`src/rtl/sstf_pkg.sv`:
```
// ----------------------------------------------------------------------------
// sstf_pkg
// Shared types and codes for the shortest-seek-first request scheduler.
// ----------------------------------------------------------------------------
package sstf_pkg;

    localparam int QUEUE_DEPTH_DEF = 16;

    typedef enum logic {
        CMD_ENQ = 1'b0,
        CMD_DEQ = 1'b1
    } t_cmd;

    typedef enum logic [1:0] {
        STS_ENQ   = 2'd0,
        STS_FULL  = 2'd1,
        STS_DEQ   = 2'd2,
        STS_EMPTY = 2'd3
    } t_status;

    typedef struct packed {
        t_cmd        command;
        logic [7:0]  device_id;
        logic        is_write;
        logic [31:0] start_block;
        logic [31:0] block_count;
        logic [15:0] request_tag;
        logic [31:0] head_position;
    } t_req;

    typedef struct packed {
        t_status     status;
        logic [7:0]  out_device_id;
        logic        out_is_write;
        logic [31:0] out_start_block;
        logic [31:0] out_block_count;
        logic [15:0] out_request_tag;
        logic [4:0]  occupancy;
    } t_rsp;

    // one stored request
    typedef struct packed {
        logic [7:0]  device_id;
        logic        is_write;
        logic [31:0] start_block;
        logic [31:0] block_count;
        logic [15:0] request_tag;
    } t_entry;

endpackage

```
`src/rtl/sstf_mem.sv`:
```
// ----------------------------------------------------------------------------
// sstf_mem
// Request store: one write port, one read port, registered read data.
// ----------------------------------------------------------------------------
module sstf_mem
    import sstf_pkg::*;
#(
    parameter int DEPTH = QUEUE_DEPTH_DEF
) (
    input  logic                     i_clk,
    input  logic                     i_we,
    input  logic [$clog2(DEPTH)-1:0] i_waddr,
    input  t_entry                   i_wdata,
    input  logic                     i_re,
    input  logic [$clog2(DEPTH)-1:0] i_raddr,
    output t_entry                   o_rdata
);

    t_entry r_mem [DEPTH];
    t_entry r_rdata;

    always_ff @(posedge i_clk) begin
        if (i_we) begin
            r_mem[i_waddr] <= i_wdata;
        end
    end

    always_ff @(posedge i_clk) begin
        if (i_re) begin
            r_rdata <= r_mem[i_raddr];
        end
    end

    assign o_rdata = r_rdata;

endmodule

```
`src/rtl/sstf_disk_request_scheduler_top.sv`:
```
// ----------------------------------------------------------------------------
// sstf_disk_request_scheduler_top
// Pending block request queue with nearest-start-block dequeue.
// ----------------------------------------------------------------------------
// An item is taken when start is high and busy is low; its result appears on
// o_rsp for one cycle with o_done, and must be captured then. Enqueue, a full
// reject and an empty dequeue leave busy low, so a new item can follow at
// once. A dequeue holds busy while it scans and shifts, and strobes its result
// in the cycle that busy falls: one store read per entry to find the nearest
// start block (newest wins ties), then one move per entry above the removed
// slot, each down by one, to close the gap behind the removed request, all
// through the single read and single write port of the request store.
module sstf_disk_request_scheduler_top
    import sstf_pkg::*;
#(
    parameter int QUEUE_DEPTH = QUEUE_DEPTH_DEF
) (
    input  logic i_clk,
    input  logic i_rst_n,
    input  logic start,
    output logic busy,
    input  t_req i_req,
    output logic o_done,
    output t_rsp o_rsp
);

    localparam int ADDR_W = $clog2(QUEUE_DEPTH);
    localparam int CNT_W  = $clog2(QUEUE_DEPTH + 1);

    typedef enum logic [2:0] {
        ST_IDLE  = 3'b001,
        ST_SCAN  = 3'b010,
        ST_SHIFT = 3'b100
    } t_state;

    t_state             r_state, n_state;
    logic [CNT_W-1:0]   r_pending, n_pending;
    logic [ADDR_W-1:0]  r_cmp_idx, n_cmp_idx;
    logic [ADDR_W-1:0]  r_k, n_k;
    logic               r_sh_pend, n_sh_pend;
    logic [31:0]        r_head, n_head;
    logic [31:0]        r_best_gap, n_best_gap;
    logic [ADDR_W-1:0]  r_best_idx, n_best_idx;
    t_entry             r_best_ent, n_best_ent;
    logic               r_done, n_done;
    t_rsp               r_rsp, n_rsp;

    logic               mem_we;
    logic [ADDR_W-1:0]  mem_waddr;
    t_entry             mem_wdata;
    logic               mem_re;
    logic [ADDR_W-1:0]  mem_raddr;
    t_entry             mem_rdata;

    logic [31:0]        gap;
    logic [CNT_W-1:0]   sh_dst;
    logic [ADDR_W-1:0]  newest_idx;

    sstf_mem #(
        .DEPTH (QUEUE_DEPTH)
    ) u_mem (
        .i_clk   (i_clk),
        .i_we    (mem_we),
        .i_waddr (mem_waddr),
        .i_wdata (mem_wdata),
        .i_re    (mem_re),
        .i_raddr (mem_raddr),
        .o_rdata (mem_rdata)
    );

    assign newest_idx = ADDR_W'(r_pending - 1'b1);
    assign gap = (r_head > mem_rdata.start_block) ? (r_head - mem_rdata.start_block)
                                                  : (mem_rdata.start_block - r_head);
    // slot that the next shift write lands in
    assign sh_dst = CNT_W'(r_k) + CNT_W'(r_sh_pend);

    always_comb begin
        n_state    = r_state;
        n_pending  = r_pending;
        n_cmp_idx  = r_cmp_idx;
        n_k        = r_k;
        n_sh_pend  = r_sh_pend;
        n_head     = r_head;
        n_best_gap = r_best_gap;
        n_best_idx = r_best_idx;
        n_best_ent = r_best_ent;
        n_done     = 1'b0;
        n_rsp      = r_rsp;
        mem_we     = 1'b0;
        mem_waddr  = '0;
        mem_wdata  = '0;
        mem_re     = 1'b0;
        mem_raddr  = '0;

        unique case (r_state)
            ST_IDLE: begin
                if (start) begin
                    if (i_req.command == CMD_ENQ) begin
                        n_rsp = '0;
                        n_done = 1'b1;
                        if (r_pending >= CNT_W'(QUEUE_DEPTH)) begin
                            n_rsp.status = STS_FULL;
                        end else begin
                            mem_we                = 1'b1;
                            mem_waddr             = ADDR_W'(r_pending);
                            mem_wdata.device_id   = i_req.device_id;
                            mem_wdata.is_write    = i_req.is_write;
                            mem_wdata.start_block = i_req.start_block;
                            mem_wdata.block_count = i_req.block_count;
                            mem_wdata.request_tag = i_req.request_tag;
                            n_pending             = r_pending + 1'b1;
                            n_rsp.status          = STS_ENQ;
                        end
                        n_rsp.occupancy = 5'(n_pending);
                    end else if (r_pending == '0) begin
                        n_rsp           = '0;
                        n_rsp.status    = STS_EMPTY;
                        n_rsp.occupancy = 5'(r_pending);
                        n_done          = 1'b1;
                    end else begin
                        // scan newest to oldest
                        mem_re     = 1'b1;
                        mem_raddr  = newest_idx;
                        n_cmp_idx  = newest_idx;
                        n_head     = i_req.head_position;
                        n_best_gap = '1;
                        n_best_idx = newest_idx;
                        n_state    = ST_SCAN;
                    end
                end
            end
            ST_SCAN: begin
                // strict compare keeps the newest on ties; newest entry is
                // always captured so an all-max-gap queue still returns it
                if (gap < r_best_gap || r_cmp_idx == newest_idx) begin
                    n_best_gap = gap;
                    n_best_idx = r_cmp_idx;
                    n_best_ent = mem_rdata;
                end
                if (r_cmp_idx != '0) begin
                    mem_re    = 1'b1;
                    mem_raddr = r_cmp_idx - 1'b1;
                    n_cmp_idx = r_cmp_idx - 1'b1;
                end else begin
                    n_k       = n_best_idx;
                    n_sh_pend = 1'b0;
                    n_state   = ST_SHIFT;
                end
            end
            ST_SHIFT: begin
                // move each later entry down one slot, read k+1 then write k
                if (r_sh_pend) begin
                    mem_we    = 1'b1;
                    mem_waddr = r_k;
                    mem_wdata = mem_rdata;
                end
                if (CNT_W'(sh_dst + 1'b1) < r_pending) begin
                    mem_re    = 1'b1;
                    mem_raddr = ADDR_W'(sh_dst + 1'b1);
                    n_k       = ADDR_W'(sh_dst);
                    n_sh_pend = 1'b1;
                end else begin
                    n_pending             = r_pending - 1'b1;
                    n_rsp.status          = STS_DEQ;
                    n_rsp.out_device_id   = r_best_ent.device_id;
                    n_rsp.out_is_write    = r_best_ent.is_write;
                    n_rsp.out_start_block = r_best_ent.start_block;
                    n_rsp.out_block_count = r_best_ent.block_count;
                    n_rsp.out_request_tag = r_best_ent.request_tag;
                    n_rsp.occupancy       = 5'(n_pending);
                    n_done                = 1'b1;
                    n_state               = ST_IDLE;
                end
            end
            default: begin
                n_state = ST_IDLE;
            end
        endcase
    end

    always_ff @(posedge i_clk) begin
        if (!i_rst_n) begin
            r_state   <= ST_IDLE;
            r_pending <= '0;
            r_done    <= 1'b0;
        end else begin
            r_state   <= n_state;
            r_pending <= n_pending;
            r_done    <= n_done;
        end
    end

    always_ff @(posedge i_clk) begin
        r_cmp_idx  <= n_cmp_idx;
        r_k        <= n_k;
        r_sh_pend  <= n_sh_pend;
        r_head     <= n_head;
        r_best_gap <= n_best_gap;
        r_best_idx <= n_best_idx;
        r_best_ent <= n_best_ent;
        r_rsp      <= n_rsp;
    end

    assign busy   = (r_state != ST_IDLE);
    assign o_done = r_done;
    assign o_rsp  = r_rsp;

`ifndef ASSERT_OFF
    a_pending_bound: assert property (@(posedge i_clk) disable iff (!i_rst_n)
        r_pending <= CNT_W'(QUEUE_DEPTH))
        else $error("pending count above queue depth");

    a_no_rw_collision: assert property (@(posedge i_clk) disable iff (!i_rst_n)
        (mem_we && mem_re) |-> (mem_waddr != mem_raddr))
        else $error("store read and write hit the same entry");

    a_busy_end_done: assert property (@(posedge i_clk) disable iff (!i_rst_n)
        $fell(busy) |-> (o_done && o_rsp.status == STS_DEQ))
        else $error("dequeue ended without a result");

    a_deq_shrinks: assert property (@(posedge i_clk) disable iff (!i_rst_n)
        (r_state == ST_SHIFT && n_state == ST_IDLE) |=> (r_pending == $past(r_pending) - 1'b1))
        else $error("dequeue did not remove one entry");
`endif

endmodule
```
`config.mk`:
```
export PLATFORM = sky130hd
export DESIGN_NAME = sstf_disk_request_scheduler_top
export DESIGN_NICKNAME = d
export VERILOG_FILES = /design/src/rtl/sstf_pkg.sv /design/src/rtl/sstf_mem.sv /design/src/rtl/sstf_disk_request_scheduler_top.sv
export SDC_FILE = /design/constraint.sdc
export NUM_CORES = 2
export LEC_CHECK = 0
export BUFFER_PORTS_ARGS = -buffer_cell sky130_fd_sc_hd__buf_2
export CELL_PAD_IN_SITES_DETAIL_PLACEMENT = 1
export CELL_PAD_IN_SITES_GLOBAL_PLACEMENT = 2
export CORE_ASPECT_RATIO = 1.5
export CORE_MARGIN = 2
export CORE_UTILIZATION = 43
export DETAILED_ROUTE_END_ITERATION = 10
export PLACE_DENSITY = 0.8
export SLEW_MARGIN = 15
export SYNTH_ARGS = -nofsm -noshare
export SYNTH_HDL_FRONTEND = slang
export SYNTH_SLANG_ARGS = --single-unit
```
`constraint.sdc`:
```
create_clock -name i_clk -period 7.6 [get_ports i_clk]
set_input_delay 1.14 -clock i_clk [delete_from_list [all_inputs] [get_ports i_clk]]
set_output_delay 1.14 -clock i_clk [all_outputs]
set_load 0.05 [all_outputs]
```
==> metrics.sh <==
RESULT_OF_THE_RUN='finished clean'
MAXIMUM_IR_DROP_ON_THE_VDD_RAIL_mV=0.243
AREA_GROWTH_SYN_TO_FIN_PCT=12.1
INITIAL_UTILIZATION=0.432
POST_SYNTH_NUM_CELL_TYPES=74
NUMBER_OF_VIAS_PER_CELL=5.74
PORT_BUFFERS=222
CTS_INSERTED_BUFFERS=171
REGTOREGSETUPSLACK_NS=1.31
VIAS_POST_DR=40900
CLOCK_INSERTION_DELAY_WORST_SKEW_NS=0.83
FINALWEIGHTEDCONGESTION=0.887
POSTSYNTH.ASYNCRESETSHARE=0
ROUTEDWLPERCELL_UM=27.7
LEAKAGE_uW=0.0291
PERIOD_NEEDED_NS=6.29
WORSTREGTOREGCELLS=19
GRT_USAGE=0.223
CRITICAL_PATH_PEAK_FANOUT=89
CRITPATHKIND='reg2reg'
POSTROUTEWIRELENGTH_MM=198
TRITONCTS='built'
DP.FINAL_HPWL_MM=109
CP_CELL_SEQUENCE='ha_1 > nand3_1 > or3b_2 > a31oi_1 > o22ai_1 > o21ai_0 > mux2i_1 > o32ai_1 > xnor2_1 > ha_1 > a21o_1 > a21o_1 > a21o_1 > a21oi_1 > nor2_1 > o31ai_1 > buf_4 > and2_4 > buf_12'
POSTCTSHOLDBUFS=0
TIMING_HOLD_VIOLATIONS_FINAL=0
CRITPATHMAXSTAGEDELAY_NS=0.59
SYNTH_LARGEST_AREA_CELL='sky130_fd_sc_hd__edfxtp_1'
TIMING.HOLD.WORST.CLASS='reg2reg'
CRITICAL_PATH_REQUIRED_NS=8.02
ROWS=187
HOLDWS_NS=0.440
CRITICAL_PATH_BUF_INV_COUNT=2
FINAL_SETUP_VIO_COUNT=0
WORST_CLOCK_SKEW_NS=0.0444
MOST-COMMON-LAYOUT-CELLS='sky130_fd_sc_hd__edfxtp_1, sky130_fd_sc_hd__mux2i_1, sky130_fd_sc_hd__nand2_1, sky130_fd_sc_hd__buf_2, sky130_fd_sc_hd__o21ai_1'
SYNTH.FF_LATCH_COUNT=1784
TIMING.SLEW.HEADROOM=0.276
FMAX_GHz=0.159
GRT_MAX_DEGREE=129
REG2REG_TO='r_best_ent[12]$_DFFE_PP_'
SETUP.WORST_PATH.START_CLASS='flip-flop'
DRT_ITER0_MARKERS=3081
DRV.MAX_CAP_VIOLATION_COUNT=0
MIN_TO='r_best_ent[24]$_DFFE_PP_'
MOST_COMMON_CELL_AFTER_LAYOUT_FILL_AND_TAPS_ASIDE='sky130_fd_sc_hd__edfxtp_1'
DIE_H_UM=514
DIEAREA_UM2=177000
DP_SLACK_NS=1.46
SYNTHCELLS=4483
PATH_CLK_SLEW_NS=0.06
POSTSYNTHNETCOUNT=4716
CRIT_PATH_TOP_DELAY_CELL='sky130_fd_sc_hd__or3b_2'
CLOCK_TREE.BUFFER_DEPTH=3
WORST-PATH-STAGES=19
CTS.ROOT.BUFFER_CELL='sky130_fd_sc_hd__clkbuf_16'
FIN_NETS=4944
FINAL_ROUTED_DRC_VIOLATION_TOTAL=0
H-TREE-DEPTH=4
FINAL_UTIL=0.484
LAYOUT-DRIVE-GT1-SHARE=0.132
POST_CTS_RESIZE_COUNT=0
SYNTH.AVG_CELL_AREA_UM2=16.6
MAPPEDNETLISTAREA_UM2=74500
YOSYSSEQAREASHARE=0.718
END_KIND='flip-flop'
DOMINANTREGCELLSYNTH='sky130_fd_sc_hd__edfxtp_1'
DRT_FIRST_PASS_ITERS=5
CRITPATHTOPFAMILY='compound AO/OA/AOI/OAI gates'
GRT_PASS1_VIAS=43500
CTS_POST_SETUP_BUFFERS_INSERTED=0
DESIGN.CORE.AREA_UM2=172000
FLOORPLAN.DIE.WIDTH_UM=344
SYNTH-EDFF-COUNT=1775
FINAL.PERIOD_UTILIZATION=0.828
GRT_PASS1_WL_MM=291
R2R_STARTPOINT='u_mem.o_rdata[56]$_DFFE_PP_'
HOLD-PATH-CELL-COUNT=0
SHARE_OF_THE_SYNTHESIZED_AREA_IN_THE_TOP_CELL_TYPE=0.716
IO_PINS=223
WORST_PIN_SLEW_NS=1.08
FINALMAXSLEWVIOLATIONS=0
ANTENNA_LEFT=0
CRITICAL_PATH_ARRIVAL_NS=6.71
LAYOUT_SETUP_WS_NS=1.31
RSZ0062_AT_GRT='false'
GLOBAL_ROUTE.OVERFLOW_TOTAL=0
FINAL_TNS_SETUP_NS=0
MIN_FROM='u_mem.o_rdata[24]$_DFFE_PP_'
POWER.DENSITY_CELL_AREA_nW_PER_UM2=246
YS.WARNINGS.COUNT=0
WORST_PATH_MOST_REPEATED_CELL='sky130_fd_sc_hd__a21o_1'
POST_SYNTH_MAIN_AREA_CONTRIBUTORS='sky130_fd_sc_hd__edfxtp_1, sky130_fd_sc_hd__mux2i_1, sky130_fd_sc_hd__mux2_1, sky130_fd_sc_hd__ha_1, sky130_fd_sc_hd__nand2_1'
NUMCLOCKSINKS=1784
GRT_ANTENNA_BEFORE_REPAIR=7
-- metal layers --
metal,share of wire,GRT usage
met1,0.43,0.301
met2,0.49,0.375
met4,0.026,0.0676
met3,0.051,0.0311
met5,0.000061,0
-- kinds of logic (layout without fill, tap and decap cells) --
| family | count (synthesis) | count (layout) | share of synthesized area |
|---|---|---|---|
| AOI/OAI and AO/OA | 736 | 736 | 0.0684 |
| xor gates and xnor gates | 39 | 39 | 0.00459 |
| buffers and inverters | 365 | 737 | 0.0292 |
| muxes | 921 | 921 | 0.127 |
| other | 0 | 4 | 0 |
| DFF | 1784 | 1784 | 0.718 |
| adders and majority gates | 108 | 108 | 0.0183 |
| and+or+nand+nor | 530 | 530 | 0.0344 |
-- cells in the mapped netlist (14+ instances only) --
library cell and n:
sky130_fd_sc_hd__mux2_2 34, sky130_fd_sc_hd__ha_1 106, sky130_fd_sc_hd__xor2_1 17, sky130_fd_sc_hd__and2_1 102, sky130_fd_sc_hd__clkbuf_1 103, sky130_fd_sc_hd__buf_6 58
sky130_fd_sc_hd__nand3_1 22, sky130_fd_sc_hd__mux2_1 145, sky130_fd_sc_hd__buf_4 17, sky130_fd_sc_hd__o221ai_1 83, sky130_fd_sc_hd__o21ai_1 180, sky130_fd_sc_hd__xnor2_1 22
sky130_fd_sc_hd__nand4_1 17, sky130_fd_sc_hd__o21ai_0 44, sky130_fd_sc_hd__edfxtp_1 1775, sky130_fd_sc_hd__o21a_1 19, sky130_fd_sc_hd__buf_2 32, sky130_fd_sc_hd__inv_1 119
sky130_fd_sc_hd__nor3_1 15, sky130_fd_sc_hd__nor2_1 61, sky130_fd_sc_hd__nand2b_1 27, sky130_fd_sc_hd__a22oi_1 92, sky130_fd_sc_hd__a22o_1 91, sky130_fd_sc_hd__mux2i_1 742
sky130_fd_sc_hd__buf_1 14, sky130_fd_sc_hd__a21oi_1 90, sky130_fd_sc_hd__nand2_1 241, sky130_fd_sc_hd__a21o_1 35
-- cell type report --
| type | instances | area, µm² |
|---|---|---|
| timing repair buffer | 301 | 2140 |
| inverter | 119 | 449 |
| tap | 2268 | 2840 |
| sequential | 1784 | 53500 |
| clock buffer | 207 | 4460 |
| antenna | 4 | 10.0 |
| multi-input combinational | 2334 | 19000 |
| fill | 16300 | 89000 |
| clock inverter | 110 | 1060 |
-- power by group --
| part | leakage, µW | switching, µW | total, µW | internal [µW] |
|---|---|---|---|---|
| Clock | 0.00269 | 3780 | 8500 | 4720 |
| Sequential | 0.0165 | 38.7 | 10900 | 10900 |
| Combinational | 0.00987 | 755 | 1100 | 342 |
-- metrics by stage --
| step | power (µW) | cells | instance area (µm²) |
|---|---|---|---|
| after floorplan | 11900 | 4483 | 74500 |
| after global placement | 12200 | 6804 | 77900 |
| after detailed placement | 12200 | 6806 | 77900 |
| after CTS | 20700 | 7123 | 83400 |
| after global routing | 21100 | 7124 | 83400 |
| final | 20500 | 7127 | 83500 |
-- how the worst max path moves through the flow --
stage                                  end                   startpoint
6_report          r_best_ent[12]$_DFFE_PP_  u_mem.o_rdata[56]$_DFFE_PP_
5_1_grt           r_best_ent[12]$_DFFE_PP_  u_mem.o_rdata[56]$_DFFE_PP_
4_1_cts           r_best_ent[12]$_DFFE_PP_  u_mem.o_rdata[56]$_DFFE_PP_
3_5_place_dp      r_best_ent[12]$_DFFE_PP_  u_mem.o_rdata[56]$_DFFE_PP_
3_3_place_gp      r_best_ent[22]$_DFFE_PP_  u_mem.o_rdata[56]$_DFFE_PP_
2_1_floorplan  r_best_gap[0]$_SDFFCE_PN1P_          r_head[0]$_DFFE_PP_
-- state kept, by name, indices dropped and copies added (netlist names) --
signal / flops
u_mem.o_rdata: 89
r_k: 4
r_cmp_idx: 4
r_pending: 5
o_done: 1
r_state: 3
r_best_gap: 32
r_head: 32
r_sh_pend: 1
u_mem.r_mem: 1424
o_rsp: 96
r_best_idx: 4
r_best_ent: 89
(Power assumes the default switching activity.)
